`src/rtl/lms_pkg.sv`:
```
// Shared types and constants for the LMS adaptive FIR block.
package lms_pkg;

  localparam int TAPS_DEF = 4;

  localparam int SAMP_W = 16;
  localparam int COEF_W = 32;
  localparam int MU_W   = 16;

  // Q3.45 dot product down to Q1.15, and Q3.46 update down to Q2.30
  localparam int ACC_SHIFT = 30;
  localparam int UPD_SHIFT = 16;

  localparam logic [MU_W-1:0] STEP_RESET = 16'd3277;

  typedef struct packed {
    logic signed [SAMP_W-1:0] sample_in;
    logic signed [SAMP_W-1:0] desired_in;
  } in_word_t;

  typedef struct packed {
    logic signed [SAMP_W-1:0] filter_out;
    logic signed [SAMP_W-1:0] error_out;
  } out_word_t;

  typedef struct packed {
    logic accept;
    logic mac_step;
    logic calc_err;
    logic calc_mue;
    logic upd_step;
    logic load_out;
  } dp_cmd_t;

endpackage

```
`src/rtl/lms_ctrl.sv`:
```
// Sequencer: steps the MAC pass, error, update pass and output hand-off.
module lms_ctrl #(
  parameter int TAPS = lms_pkg::TAPS_DEF
) (
  input  logic             clk,
  input  logic             rst_n,
  input  logic             in_valid,
  input  logic             out_stall,
  output logic             in_stall,
  output logic             out_valid,
  output logic             idle,
  output lms_pkg::dp_cmd_t cmd
);

  localparam int CNT_W = (TAPS > 1) ? $clog2(TAPS) : 1;
  localparam logic [CNT_W-1:0] CNT_LAST = CNT_W'(TAPS - 1);

  typedef enum logic [2:0] {
    S_IDLE,
    S_MAC,
    S_MDRAIN,
    S_ERR,
    S_MUE,
    S_UPD,
    S_UDRAIN,
    S_HOLD
  } state_t;

  state_t           state_r;
  logic [CNT_W-1:0] cnt_r;
  logic             out_valid_r;
  logic             out_free;

  assign out_free = !out_valid_r || !out_stall;

  always_comb begin
    cmd          = '0;
    cmd.accept   = (state_r == S_IDLE) && in_valid;
    cmd.mac_step = (state_r == S_MAC);
    cmd.calc_err = (state_r == S_ERR);
    cmd.calc_mue = (state_r == S_MUE);
    cmd.upd_step = (state_r == S_UPD);
    cmd.load_out = (state_r == S_UDRAIN || state_r == S_HOLD) && out_free;
  end

  always_ff @(posedge clk) begin
    if (!rst_n) begin
      state_r     <= S_IDLE;
      cnt_r       <= '0;
      out_valid_r <= 1'b0;
    end else begin
      if (cmd.load_out) begin
        out_valid_r <= 1'b1;
      end else if (!out_stall) begin
        out_valid_r <= 1'b0;
      end
      unique case (state_r)
        S_IDLE: begin
          cnt_r <= '0;
          if (in_valid) begin
            state_r <= S_MAC;
          end
        end
        S_MAC: begin
          if (cnt_r == CNT_LAST) begin
            cnt_r   <= '0;
            state_r <= S_MDRAIN;
          end else begin
            cnt_r <= cnt_r + 1'b1;
          end
        end
        S_MDRAIN: state_r <= S_ERR;
        S_ERR:    state_r <= S_MUE;
        S_MUE:    state_r <= S_UPD;
        S_UPD: begin
          if (cnt_r == CNT_LAST) begin
            cnt_r   <= '0;
            state_r <= S_UDRAIN;
          end else begin
            cnt_r <= cnt_r + 1'b1;
          end
        end
        // hold the result until the output register frees up
        S_UDRAIN, S_HOLD: begin
          state_r <= out_free ? S_IDLE : S_HOLD;
        end
        default: state_r <= S_IDLE;
      endcase
    end
  end

  assign in_stall  = (state_r != S_IDLE);
  assign idle      = (state_r == S_IDLE);
  assign out_valid = out_valid_r;

endmodule

```
`config.mk`:
```
export PLATFORM = sky130hd
export DESIGN_NAME = lms_ctrl
export DESIGN_NICKNAME = d
export VERILOG_FILES = /design/src/rtl/lms_pkg.sv /design/src/rtl/lms_ctrl.sv
export SDC_FILE = /design/constraint.sdc
export NUM_CORES = 1
export LEC_CHECK = 0
export BUFFER_PORTS_ARGS = -buffer_cell sky130_fd_sc_hd__buf_2
export CAP_MARGIN = 20
export CORE_AREA = 2 2 39 41
export DETAILED_ROUTE_END_ITERATION = 10
export DIE_AREA = 0 0 41 43
export PLACE_DENSITY = 0.56
export SLEW_MARGIN = 20
export SYNTH_ARGS = -nofsm -noshare
export SYNTH_HDL_FRONTEND = slang
export SYNTH_SLANG_ARGS = --single-unit
export TNS_END_PERCENT = 50
```
`constraint.sdc`:
```
create_clock -name clk -period 1.15 [get_ports clk]
set_input_delay 0.23 -clock clk [delete_from_list [all_inputs] [get_ports clk]]
set_output_delay 0.23 -clock clk [all_outputs]
set_load 0.01 [all_outputs]
```
Word-level counts from Yosys, hierarchy flattened
Index checks and enable logic that the tools add are counted.

Logic and storage cells: 37. Bits in registers: 6. Bits of input ports: 4. Output and inout bits: 9.

Reductions and logical operators: 12. Equality and inequality tests: 12. Mux-type cells: 9. $add $sub $neg: 1.

Operator list (count): $pmux W3 S7 (1); $eq A3 B3 Y1 const B (4); $mux W3 (4); $eq A3 B2 Y1 const B (2); $ne A2 B1 Y1 const B (3); $pmux W2 S2 (1); $reduce_or A2 Y1 (2); $eq A3 B1 Y1 const B (1); $logic_not A3 Y1 (1); $reduce_and A3 Y1 (1); $reduce_bool A3 Y1 (1); $add A2 B1 Y2 const B (1); $eq A2 B2 Y1 const B (1); $logic_and A1 B1 Y1 (2); $logic_not A1 Y1 (2); $logic_or A1 B1 Y1 (2); $mux W1 (2); $mux W2 (1); $ne A2 B2 Y1 const B (1); $reduce_bool A2 Y1 (1).

Logic depth before layout (Yosys ltp)
Depth after elaboration: 4. Depth in mapped cells: 4. Gate-level depth less buffers: 3.

Least setup slack after synthesis
No wires, ideal clock.

Path type: flip-flop to output port. Start: register state_r[2]. End: output cmd[5] in the netlist's numbering. Data arrival time: 1.070 ns. Slack: -0.150 ns. Required time: 0.920 ns. Cell stages (with the launch flop): 4. Path buffers: 1. Path through: dfxtp_1 > buf_2 > nor3_1 > and2_1.

RTL lines: start, declared (line lms_ctrl.sv:29) `state_t state_r;`; start signal, assigned (line lms_ctrl.sv:85) `state_r <= out_free ? S_IDLE : S_HOLD;`; end, declared (line lms_ctrl.sv:12) `output lms_pkg::dp_cmd_t cmd`.

==> results summary <==
The core outline area is 1380 µm². The clock root buffer is sky130_fd_sc_hd__clkbuf_4. The worst pin sits at a relative slew slack of 84.7%. The row count is 14. The run finished, with violations left. The post-synthesis instance area came out at approximately 330 µm². The synthesized netlist devotes 19.5% of its cell area to compound gates.

In this run the critical register-to-register path is launched from state_r[1]$_SDFFE_PN0P_. Using the TritonRoute via totals, the vias-per-cell ratio works out to 4.45. Yosys attributes the largest share of cell area to sky130_fd_sc_hd__dfxtp_1 (36%), sky130_fd_sc_hd__buf_6 (6.7%), sky130_fd_sc_hd__o21ai_0 (6.0%).

On the critical path the largest part of the delay comes from flip-flops. The die height is roughly 43 µm. The final non-filler cell area came out at 489 µm².

The vias after detailed routing came out at between 300 and 400. The number of hold violations in the final report is 0. The number of nets handed over by synthesis was 48. The total number of clock tree sinks is 6.

For the worst setup path, the data arrival time is 1050 ps. A synthesized cell averages 7.77 µm². The final weighted congestion in routability-driven placement is 0.726. For this run, asynchronously set or reset flops after synthesis account for 0%. The most common flop cell mapped by yosys is sky130_fd_sc_hd__dfxtp_1. The maximum number of pins on one net before global-route repair came out at 9.

Counting I/O delays and the setup requirement, the final critical path takes 1280 ps. The adder-cell share of the synthesized area came out at 3.75%. STA puts the critical path data required time at 920 ps. The share of the synthesized netlist area taken by xor and xnor gates is 0%.

The clock tree skew after final layout came out at ~1.1 ps. The first-pass GRT wire length came out at ~1100 µm. The H-tree depth came out at 1. The number of buffer and inverter stages on the critical path came out at 1. The die extent in x is 41 µm. The routed wire length per instance is 9.84 µm. The fraction of final layout cells with drive strength greater than 1 is 47.5%.

Setup repair after global routing could not meet its margin everywhere. The transition time at the pin with the least slew margin came out at 227 ps. The remaining global-route overflow came out at 0. The initial utilization of the core area, before any placement, comes to between 20% and 30%. In this run the power density over the cells is 953 nW/µm². The final max-slew violation count is 0.

Walking the worst path, the cells encountered are nor3_4, and2_1, buf_2. After layout, the worst path uses 111% of the clock period. The number of cells produced by synthesis came out at 43.

The source-to-sink clock delay at the later pin of the worst-skew pair came out at 240 ps. For this design, the slowest cell found on the critical path is sky130_fd_sc_hd__dfxtp_4. The count of distinct cell types in the synthesized netlist is 19. The checks that failed: setup timing. For this run, the number of Yosys warnings is 0. The leakage dissipation came out at roughly 0.24 nW.

STA classifies the critical path endpoint as an output pin. The number of nets in the layout came out at 68. The signed area change from the synthesized netlist to the final layout is 46.4%. In this run, CTS created clock tree buffers numbering 3. The number of global-route vias before repair was 270. The highest fanout seen on the critical path is 7. The min-delay analysis places its worst path in the category in -> reg. The first routing iteration left 5 violations. Setup violations remaining at the end of the flow were counted as 9. The cell area reported after detailed placement came out at 428 µm². The area fraction of the dominant cell type after synthesis is a little over a third.

The initial antenna violation count is 0. The post-route antenna net violation count is 0. After Yosys synthesis, and, or, nand and nor cells account for 31.5% of the synthesized area. The clock passes through at most 2 buffers.

Tracing the worst setup path back leads to its startpoint at state_r[1]$_SDFFE_PN0P_. The aggregate routed wire length is between 700 and 800 µm. TritonCTS built the clock tree. The register bit count reported by yosys came out at 6.

The highest achievable clock rate came out at 783 MHz. The aggregate global-route resource usage is 10.3%. The clock edge transition at the registers on the reported setup and hold paths came out at 40 ps. IR analysis of the VDD net gives a maximum drop of 0.451 mV. The repair_antennas step left the layout with diodes totalling 0. The class of the most critical setup path is reg -> out. The largest family of logic cells by synthesized area is simple AND/OR/NAND/NOR gates. The largest incremental delay on the critical path came out at 360 ps. The total of buffers placed on input and output ports came out at 12. The share of cell area taken by muxes after synthesis came out at 0%. The DRC violation count after routing came out at 0. The I/O pin count came out at 13. The sequential share of the synthesized area is 36.0%. The number of enable flip-flop cells after synthesis is 0. The minimum hold slack came out at 257 ps. The overall die area came out at 1760 µm².

The kind of start point of the critical path is a flop. The iteration count of the initial detailed-routing pass is 4. The worst hold path begins at out_stall. The largest total area in the synthesized netlist belongs to sky130_fd_sc_hd__dfxtp_1. The worst setup slack after layout came out at -128 ps. The wire-length estimate of the detail-placed layout is 565 µm.

The total of max-cap violations came out at 0.
kinds of logic (layout without fill, tap and decap cells):
family | count (synthesis) | after routing
simple gates | 21 | 21
compound gates | 11 | 11
flops | 6 | 6
buf+inv | 4 | 22
fa+ha+maj | 1 | 1
final cells by class:
class / count / area (µm²)
tap: 16 / 20.0
fill: 157 / 895
sequential: 6 / 131
clock buffer: 3 / 22.5
timing repair buffer: 18 / 106
inverter: 1 / 3.75
multi-input combinational: 33 / 205
worst register-to-register path: stages, from the launching register on:
cell and delay, ps:
sky130_fd_sc_hd__dfxtp_4 360, sky130_fd_sc_hd__buf_2 150, sky130_fd_sc_hd__or3_1 350, sky130_fd_sc_hd__a21oi_2 140, sky130_fd_sc_hd__a211oi_1 60
per-stage QoR:
step	worst slack [ps]	cells	TNS [ps]	util, %	power, mW
CTS	-145	76	-632	34.8	0.482
finish	-128	77	-543	35.4	0.466
global route	-197	77	-1160	35.4	0.497
global placement	-9.25	72	-9.25	30.9	0.283
floorplan	33.1	43	0	-	0.260
detailed placement	-20.5	72	-40.3	30.9	0.283
state kept, by name, indices dropped and copies added, names as in the netlist:
| name | cells |
|---|---|
| cnt_r | 2 |
| out_valid | 1 |
| state_r | 3 |
power by group:
| group | internal (mW) | leakage, nW | total [mW] | switching [mW] |
|---|---|---|---|---|
| clock | 0.118 | 0.0138 | 0.192 | 0.0738 |
| sequential | 0.209 | 0.0510 | 0.217 | 0.00760 |
| combinational | 0.0308 | 0.173 | 0.0580 | 0.0273 |
| total | 0.358 | 0.238 | 0.466 | 0.109 |
synthesized netlist by cell type, types with 2 or more instances:
library cell / count
sky130_fd_sc_hd__dfxtp_1: 6
sky130_fd_sc_hd__or3_1: 2
sky130_fd_sc_hd__nor2_1: 5
sky130_fd_sc_hd__and2_1: 3
sky130_fd_sc_hd__a21oi_1: 3
sky130_fd_sc_hd__o21ai_0: 4
sky130_fd_sc_hd__a21boi_0: 2
sky130_fd_sc_hd__buf_6: 2
sky130_fd_sc_hd__nand2_1: 5
sky130_fd_sc_hd__nor2b_1: 2
per-layer routing:
| metal | up-vias | track usage (%) | routed length, µm |
|---|---|---|---|
| met3 | 2 | 6.28 | 43 |
| li1 | 182 | - | - |
| met5 | - | 0 | 0 |
| met2 | 7 | 12.5 | 365 |
| met4 | 0 | 8.00 | 19 |
| met1 | 152 | 12.3 | 329 |
cell usage in the layout, fill, tap and decap left out, types with 2 or more instances in the layout:
master                      n
sky130_fd_sc_hd__a21boi_0   2
sky130_fd_sc_hd__buf_2     13
sky130_fd_sc_hd__o21ai_0    4
sky130_fd_sc_hd__nand2_1    4
sky130_fd_sc_hd__buf_4      4
sky130_fd_sc_hd__or3_1      2
sky130_fd_sc_hd__dfxtp_1    3
sky130_fd_sc_hd__a21oi_1    2
sky130_fd_sc_hd__dfxtp_4    3
sky130_fd_sc_hd__clkbuf_4   3
sky130_fd_sc_hd__nor2_1     5
sky130_fd_sc_hd__and2_1     2
final timing paths:
path	to	slack [ps]	cells after the start
max reg2reg	state_r[0]$_SDFFE_PN0P_	-40	4
min reg2reg	out_valid$_SDFFE_PN0P_	470	2
min	out_valid$_SDFFE_PN0P_	260	3
max	cmd[5]	-130	3
repair_timing:
item,in CTS,in global routing
pin swaps,3,2
hold buffers,0,0
setup endpoints to repair,9,9
resized for setup,12,0
buffers inserted,1,1
Note: power is estimated with default switching activity, not from simulation.
