File: src/rtl/lms_pkg.sv
// Shared types and constants for the LMS adaptive FIR block.
package lms_pkg;

  localparam int TAPS_DEF = 4;

  localparam int SAMP_W = 16;
  localparam int COEF_W = 32;
  localparam int MU_W   = 16;

  // Q3.45 dot product down to Q1.15, and Q3.46 update down to Q2.30
  localparam int ACC_SHIFT = 30;
  localparam int UPD_SHIFT = 16;

  localparam logic [MU_W-1:0] STEP_RESET = 16'd3277;

  typedef struct packed {
    logic signed [SAMP_W-1:0] sample_in;
    logic signed [SAMP_W-1:0] desired_in;
  } in_word_t;

  typedef struct packed {
    logic signed [SAMP_W-1:0] filter_out;
    logic signed [SAMP_W-1:0] error_out;
  } out_word_t;

  typedef struct packed {
    logic accept;
    logic mac_step;
    logic calc_err;
    logic calc_mue;
    logic upd_step;
    logic load_out;
  } dp_cmd_t;

endpackage

File: src/rtl/lms_datapath.sv
// Datapath: delay line, coefficients, shared MAC, error and update arithmetic.
module lms_datapath #(
  parameter int TAPS = lms_pkg::TAPS_DEF
) (
  input  logic                        clk,
  input  logic                        rst_n,
  input  lms_pkg::dp_cmd_t            cmd,
  input  lms_pkg::in_word_t           in_word,
  input  logic                        cfg_we,
  input  logic [lms_pkg::MU_W-1:0]    cfg_data,
  output lms_pkg::out_word_t          out_word
);

  localparam int SW    = lms_pkg::SAMP_W;
  localparam int CW    = lms_pkg::COEF_W;
  localparam int PW    = SW + CW;
  localparam int ACC_W = PW + $clog2(TAPS) + 1;
  localparam int MUE_W = lms_pkg::MU_W + SW + 1;
  localparam int UPW   = MUE_W + SW;
  localparam int UQW   = UPW - lms_pkg::UPD_SHIFT;

  localparam logic signed [ACC_W:0] ACC_HALF = (ACC_W+1)'(1) << (lms_pkg::ACC_SHIFT - 1);
  localparam logic signed [ACC_W:0] Y_MAX    = (ACC_W+1)'(32767);
  localparam logic signed [ACC_W:0] Y_MIN    = -(ACC_W+1)'(32768);
  localparam logic signed [UPW-1:0] UPD_HALF = UPW'(1) << (lms_pkg::UPD_SHIFT - 1);

  logic signed [SW-1:0]    dl_r [TAPS];
  logic signed [CW-1:0]    w_r  [TAPS];
  logic signed [SW-1:0]    desired_r;
  logic signed [PW-1:0]    prod_r;
  logic                    mac_vld_r;
  logic signed [ACC_W-1:0] acc_r;
  logic signed [SW-1:0]    y_r;
  logic signed [SW-1:0]    e_r;
  logic signed [MUE_W-1:0] mue_r;
  logic signed [UPW-1:0]   uprod_r;
  logic                    upd_vld_r;
  logic [lms_pkg::MU_W-1:0] mu_r;
  lms_pkg::out_word_t      out_word_r;

  logic signed [ACC_W:0]   acc_rnd;
  logic signed [ACC_W:0]   acc_q;
  logic signed [SW-1:0]    y_sat;
  logic signed [SW:0]      e_diff;
  logic signed [SW-1:0]    e_sat;
  logic signed [UPW-1:0]   upd_rnd;
  logic signed [UQW-1:0]   upd_q;
  logic signed [CW+1:0]    w_sum;
  logic signed [CW-1:0]    w_new;

  always_comb begin
    acc_rnd = $signed({acc_r[ACC_W-1], acc_r}) + ACC_HALF;
    acc_q   = acc_rnd >>> lms_pkg::ACC_SHIFT;
    if (acc_q > Y_MAX) begin
      y_sat = SW'(32767);
    end else if (acc_q < Y_MIN) begin
      y_sat = -SW'(32768);
    end else begin
      y_sat = acc_q[SW-1:0];
    end
    e_diff = $signed({desired_r[SW-1], desired_r}) - $signed({y_sat[SW-1], y_sat});
    if (e_diff[SW] != e_diff[SW-1]) begin
      e_sat = e_diff[SW] ? -SW'(32768) : SW'(32767);
    end else begin
      e_sat = e_diff[SW-1:0];
    end
  end

  always_comb begin
    upd_rnd = uprod_r + UPD_HALF;
    upd_q   = upd_rnd[UPW-1:lms_pkg::UPD_SHIFT];
    w_sum   = $signed({{2{w_r[0][CW-1]}}, w_r[0]}) + (CW+2)'(upd_q);
    if (w_sum[CW+1:CW-1] != 3'b000 && w_sum[CW+1:CW-1] != 3'b111) begin
      w_new = w_sum[CW+1] ? {1'b1, {(CW-1){1'b0}}} : {1'b0, {(CW-1){1'b1}}};
    end else begin
      w_new = w_sum[CW-1:0];
    end
  end

  // control state and filter state
  always_ff @(posedge clk) begin
    if (!rst_n) begin
      mac_vld_r <= 1'b0;
      upd_vld_r <= 1'b0;
      mu_r      <= lms_pkg::STEP_RESET;
      for (int i = 0; i < TAPS; i++) begin
        dl_r[i] <= '0;
        w_r[i]  <= '0;
      end
    end else begin
      mac_vld_r <= cmd.mac_step;
      upd_vld_r <= cmd.upd_step;
      if (cfg_we) begin
        mu_r <= cfg_data;
      end
      // shift in on accept, rotate by one on each MAC or update product
      if (cmd.accept) begin
        dl_r[0] <= in_word.sample_in;
        for (int i = 1; i < TAPS; i++) begin
          dl_r[i] <= dl_r[i-1];
        end
      end else if (cmd.mac_step || cmd.upd_step) begin
        dl_r[TAPS-1] <= dl_r[0];
        for (int i = 0; i < TAPS - 1; i++) begin
          dl_r[i] <= dl_r[i+1];
        end
      end
      if (cmd.mac_step) begin
        w_r[TAPS-1] <= w_r[0];
        for (int i = 0; i < TAPS - 1; i++) begin
          w_r[i] <= w_r[i+1];
        end
      end else if (upd_vld_r) begin
        w_r[TAPS-1] <= w_new;
        for (int i = 0; i < TAPS - 1; i++) begin
          w_r[i] <= w_r[i+1];
        end
      end
    end
  end

  // payload registers
  always_ff @(posedge clk) begin
    if (cmd.accept) begin
      desired_r <= in_word.desired_in;
      acc_r     <= '0;
    end else if (mac_vld_r) begin
      acc_r <= acc_r + ACC_W'(prod_r);
    end
    prod_r  <= dl_r[0] * w_r[0];
    uprod_r <= mue_r * dl_r[0];
    if (cmd.calc_err) begin
      y_r <= y_sat;
      e_r <= e_sat;
    end
    if (cmd.calc_mue) begin
      mue_r <= $signed({1'b0, mu_r}) * e_r;
    end
    if (cmd.load_out) begin
      out_word_r.filter_out <= y_r;
      out_word_r.error_out  <= e_r;
    end
  end

  assign out_word = out_word_r;

endmodule

File: config.mk
export PLATFORM = sky130hd
export DESIGN_NAME = lms_datapath
export DESIGN_NICKNAME = d
export VERILOG_FILES = /design/src/rtl/lms_pkg.sv /design/src/rtl/lms_datapath.sv
export SDC_FILE = /design/constraint.sdc
export NUM_CORES = 2
export LEC_CHECK = 0
export CORE_MARGIN = 2
export CORE_UTILIZATION = 45
export DETAILED_ROUTE_END_ITERATION = 10
export DONT_BUFFER_PORTS = 1
export PLACE_DENSITY = 0.68
export SLEW_MARGIN = 20
export SYNTH_ARGS = -nofsm -noshare
export SYNTH_HDL_FRONTEND = slang
export SYNTH_SLANG_ARGS = --single-unit
File: constraint.sdc
create_clock -name clk -period 10.33 [get_ports clk]
set_input_delay 0.5165 -clock clk [delete_from_list [all_inputs] [get_ports clk]]
set_output_delay 0.5165 -clock clk [all_outputs]
set_load 0.05 [all_outputs]
# Yosys cells after proc, flatten, opt, wreduce, memory -nomap -nowiden
# Memory sizes are Yosys's and may differ from the RTL's.
# Index checks and enable logic that the tools add are counted.
[op_classes]
addsub = 5
multipliers = 3
magnitude_cmp = 2
n_eq_ne = 2
muxes = 37
bitwise_logic = 16
reduce_logical = 3
[op_table]
columns = ["cell", "n"]
rows = [
  ["32-bit two-way mux", 10],
  ["16-bit two-way mux", 12],
  ["51-bit by 31-bit adder with 52-bit output (second input constant)", 1],
  ["51-bit by 48-bit adder with 51-bit output", 1],
  ["49-bit by 17-bit adder with 49-bit output (second input constant)", 1],
  ["33-bit by 16-bit multiplier with 49-bit output", 1],
  ["16-bit by 32-bit multiplier with 48-bit output", 1],
  ["32-bit by 33-bit adder with 34-bit output", 1],
  ["17-bit by 16-bit multiplier with 33-bit output", 1],
  ["22-bit by 16-bit greater-than comparator with 1-bit output (second input constant)", 1],
  ["22-bit by 16-bit < comparator with 1-bit output (second input constant)", 1],
  ["16-bit by 16-bit subtractor with 17-bit output", 1],
  ["1-bit bitwise OR", 16],
  ["1-bit two-way mux", 15],
  ["3-bit inequality test (second input constant)", 1],
  ["3-bit nonzero test", 1],
  ["1-bit logical AND", 1],
  ["1-bit logical OR", 1],
  ["1-bit inequality test", 1],
]
[word_totals]
reg_bits = 279
ramBits = 192
inputBits = 57
out_inout_bits = 32
word_cells = 82
mem_count = 2
[mem_list]
columns = ["memory", "words", "word_bits", "read_ports", "rd_clocked_by_memory_dff", "wr", "line", "text"]
rows = [
  ["w_r", 4, 32, 4, 0, 4, "lms_datapath.sv:28", "logic signed [CW-1:0] w_r [TAPS];"],
  ["dl_r", 4, 16, 4, 0, 4, "lms_datapath.sv:27", "logic signed [SW-1:0] dl_r [TAPS];"],
]

# Longest topological paths before layout
[logic_depth]
depth_word = 7
depth_mapped = 27

# Worst setup path after synthesis
# Ideal clock, no wire load.
[synth_path]
path_type = "register to register"
from = "memory dl_r[0][1] in the netlist's numbering"
to = "register uprod_r[44]"
setup_time_ns = 0.122
t_arrival_ns = 6.610
slack_ns = 3.598
stages_incl_launch_ff = 24
n_path_buf = 2
cell_sequence = "edfxtp_1 clkbuf_1 clkbuf_1 nand2_1 fa_1 fa_1 fa_1 inv_1 fa_1 fa_1 inv_1 fa_1 inv_1 ha_1 a21o_1 a211oi_2 nor2_1 or3_4 nor3_4 o31a_4 o211ai_4 a221o_1 a21o_1 a311o_1"
[synth_rtl]
columns = ["element", "line", "text"]
rows = [
  ["from (decl)", "lms_datapath.sv:27", ""],
  ["to (signal assigned)", "lms_datapath.sv:131", "uprod_r <= mue_r * dl_r[0];"],
  ["to (decl)", "lms_datapath.sv:36", "logic signed [UPW-1:0] uprod_r;"],
]

==> out/qor.csv <==
stage,metric,value,unit
outcome,status,"finished, final reports clean",
die,Die Y-Extent,386,µm
routing,final wirelength,160,mm
placement,HPWL after DPL,120,mm
critical_path,Critical Path Sink Type,flip-flop,
synth,Synth Flop Type,edfxtp_1,
placement,Routability Congestion,0.909,
synth,post-synth net total,8545,
timing,final setup fails,0,
final_layout,Sequential Area,0.0122,mm²
grt,Tot GR Track Use,22.2,%
timing,setup_tns,0,ps
cts,total CTS buffers,52,
synth,Post-synth EDFFs,305,
grt,largest net degree at the start of global routing,68,
critical_path,Setup crit start kind,flip-flop,
final_layout,"commonest non-fill, non-tap cells in the layout","1426 x inv_1, 1182 x fa_1, 884 x nand2_1",
grt,wire length of the first global-routing pass,262,mm
critical_path,Buf/Inv on CP,5,
cts,clock-pin slew on the worst setup and hold paths,70,ps
cts,H-tree depth,2,
run,max cap viols,0,
grt,grt ovf,0,
timing,fin crit share,74.2,%
die,row count,140,
placement,pre-CTS WS,2720,ps
final_layout,# diodes,0,
timing,Final Hold Vio Count,0,
final_layout,fraction of layout cells with a size suffix above 1,2.62,%
grt,vias in the first global route,49806,
timing,max-slew violations,0,
critical_path,required time of the critical path,10910,ps
final_layout,"commonest non-fill, non-tap cell in the layout",inv_1,
hold_path,HP Class,input port to flip-flop,
critical_path,CP most frequent cell,fa_1,
synth,"FF+latch count, synth",456,
cts,cts hold-fix bufs,51,
critical_path,Crit. path cell count,23,
routing,antenna-violating nets left,0,
critical_path,"Max FO, Critical Path",30,
die,core area,0.145,mm²
routing,drt first pass iters,6,
cts,CTS tree,yes,
routing,total number of vias,46539,
timing,fmax,0.130,GHz
final_layout,fillers,13325,
critical_path,worst r2r src,dl_r[0][5]$_DFFE_PP_,
synth,Synth Cell Area,0.0655,mm²
critical_path,worst-path cell chain,"buf_4, and2_1, fa_1, inv_1, fa_1, fa_1, inv_1, fa_1, fa_1, inv_1, fa_1, inv_1, ha_1, a21o_1, a211oi_2, nor2_1, or3_4, nor3_4, o31a_4, o211ai_4, a221o_1, a2111oi_0, a311o_1",
timing,Tightest Pin Transition,1160,ps
critical_path,kind of cell adding the most delay to the critical path,adder cells,
synth,Netlist cell types,88,
critical_path,worst setup path end,uprod_r[44]$_DFF_P_,
critical_path,RR Endpoint,uprod_r[44]$_DFF_P_,
synth,Mapped Cells,6856,
cts,Root Driver,clkbuf_16,
timing,final setup margin,2660,ps
routing,DRC viols,0,
synth,Syn Area/Cell,9.55,µm²
synth,YS warnings,0,
synth,sequential-to-total area share from yosys stat,18.6,%
final_layout,footprint of the multi-input gates,0.0469,mm²
timing,clock skew,66.6,ps
grt,antenna violations before repair,3,
routing,Vias/cell,5.36,
final_layout,synth-to-layout area growth,6.28,%
die,effective utilization at floorplan,45.2,%
critical_path,"slowest stage delay, CP",930,ps
timing,RSZ-0062 raised after global routing,false,
critical_path,Crit Path Category,flip-flop to flip-flop,
cts,CTS sink cnt,456,
die,IO Pins,89,
placement,# port buffers,0,
synth,"Async S/R FF share, synth",0,%
critical_path,worst reg2reg path depth,23,
routing,iteration-0 DRC count of the detailed router,3187,
critical_path,Crit. Startpoint,dl_r[0][5]$_DFFE_PP_,
routing,Routed WL per cell,18.5,µm
cts,Setup Buffers After CTS,0,
timing,Slew HR,22.9,%
die,Die Wd,386,µm
die,die area,0.149,mm²
cts,Max clock buf depth,3,
critical_path,internal reg-to-reg setup slack,2660,ps
timing,minimum clock period after layout,7670,ps
cts,CTS-repair resized insts,0,
cts,Clock Latency Late Sink,690,ps
critical_path,CP max-delay cell,edfxtp_1,
critical_path,CP Data Arrival Time,8240,ps
final_layout,Layout Nets,8413,
## through the flow
stage / utilization [%] / std cells / instance area, µm² / hold WS, ps
finish: 48.0 / 8683 / 69600 / 28.9
global placement: 46.4 / 8536 / 67200 / 401
floorplan: - / 6856 / 65500 / 400
CTS: 48.0 / 8683 / 69600 / 4.10
detailed placement: 46.4 / 8536 / 67200 / 405
global route: 48.0 / 8683 / 69600 / 33.9
## cell families after synthesis
family / after synthesis / share of synthesized area (%)
buffers and inverters: 1713 / 9.85
multiplexers: 45 / 0.693
flip-flops: 456 / 18.6
adder cells (fa/ha/maj): 1632 / 44.7
AO/OA/AOI/OAI: 770 / 8.07
AND/OR/NAND/NOR: 2012 / 15.0
XOR/XNOR: 228 / 3.05
## per-layer routing
metal	global-route usage, %	routed length [µm]
met1	28.8	65200
met2	38.0	78500
met3	2.99	10800
met4	7.73	5680
met5	0	21
## worst min path at each step
| stage | startpoint | to | cells past startpoint | slack (ps) |
|---|---|---|---|---|
| 2_1_floorplan | y_r[0]$_DFFE_PP_ | out_word[16]$_DFFE_PP_ | 0 | 400 |
| 3_3_place_gp | y_r[2]$_DFFE_PP_ | out_word[18]$_DFFE_PP_ | 0 | 400 |
| 3_5_place_dp | y_r[4]$_DFFE_PP_ | out_word[20]$_DFFE_PP_ | 0 | 400 |
| 4_1_cts | cmd[5] | acc_r[47]$_SDFFE_PP0P_ | 1 | 4 |
| 5_1_grt | cmd[5] | acc_r[47]$_SDFFE_PP0P_ | 1 | 30 |
| 6_report | cfg_data[4] | mu_r[4]$_SDFFE_PN0P_ | 2 | 30 |
## area by class of cell
class	count	area share, %
repair buffers	99	1.39
inverters	1428	7.70
clock buffers	62	2.03
clock inverters	34	0.586
multi-input cells	4687	67.4
well taps	1917	3.45
flip-flops and latches	456	17.5
## synthesized netlist by cell type (38+ instances only)
master	number	share of area [%]
a21o_1	91	1.0
a21oi_1	197	1.5
ha_1	450	8.6
edfxtp_1	305	14
fa_1	1182	36
nor3_1	38	0.29
o21ai_0	103	0.79
o21a_1	39	0.45
nand3_1	54	0.41
mux2i_1	42	0.64
clkbuf_1	270	1.5
nand2b_1	55	0.53
inv_1	1426	8.2
o211ai_1	39	0.45
dfxtp_1	151	4.6
and2_1	528	5.0
a22o_1	65	0.87
nor2b_1	126	1.2
nand2_1	884	5.1
xor2_1	72	0.96
nor2_1	205	1.2
xnor2_1	156	2.1
## registers in the layout, summed over array words and instances, names as in the netlist
register   cells
upd_vld_r      1
uprod_r       34
prod_r        48
acc_r         51
y_r           16
mue_r         33
mu_r          16
desired_r     16
w_r          128
mac_vld_r      1
out_word      32
e_r           16
dl_r          64
Power is not shown: default switching activity piles up to over one toggle a cycle in this logic, so the estimate is an artifact.
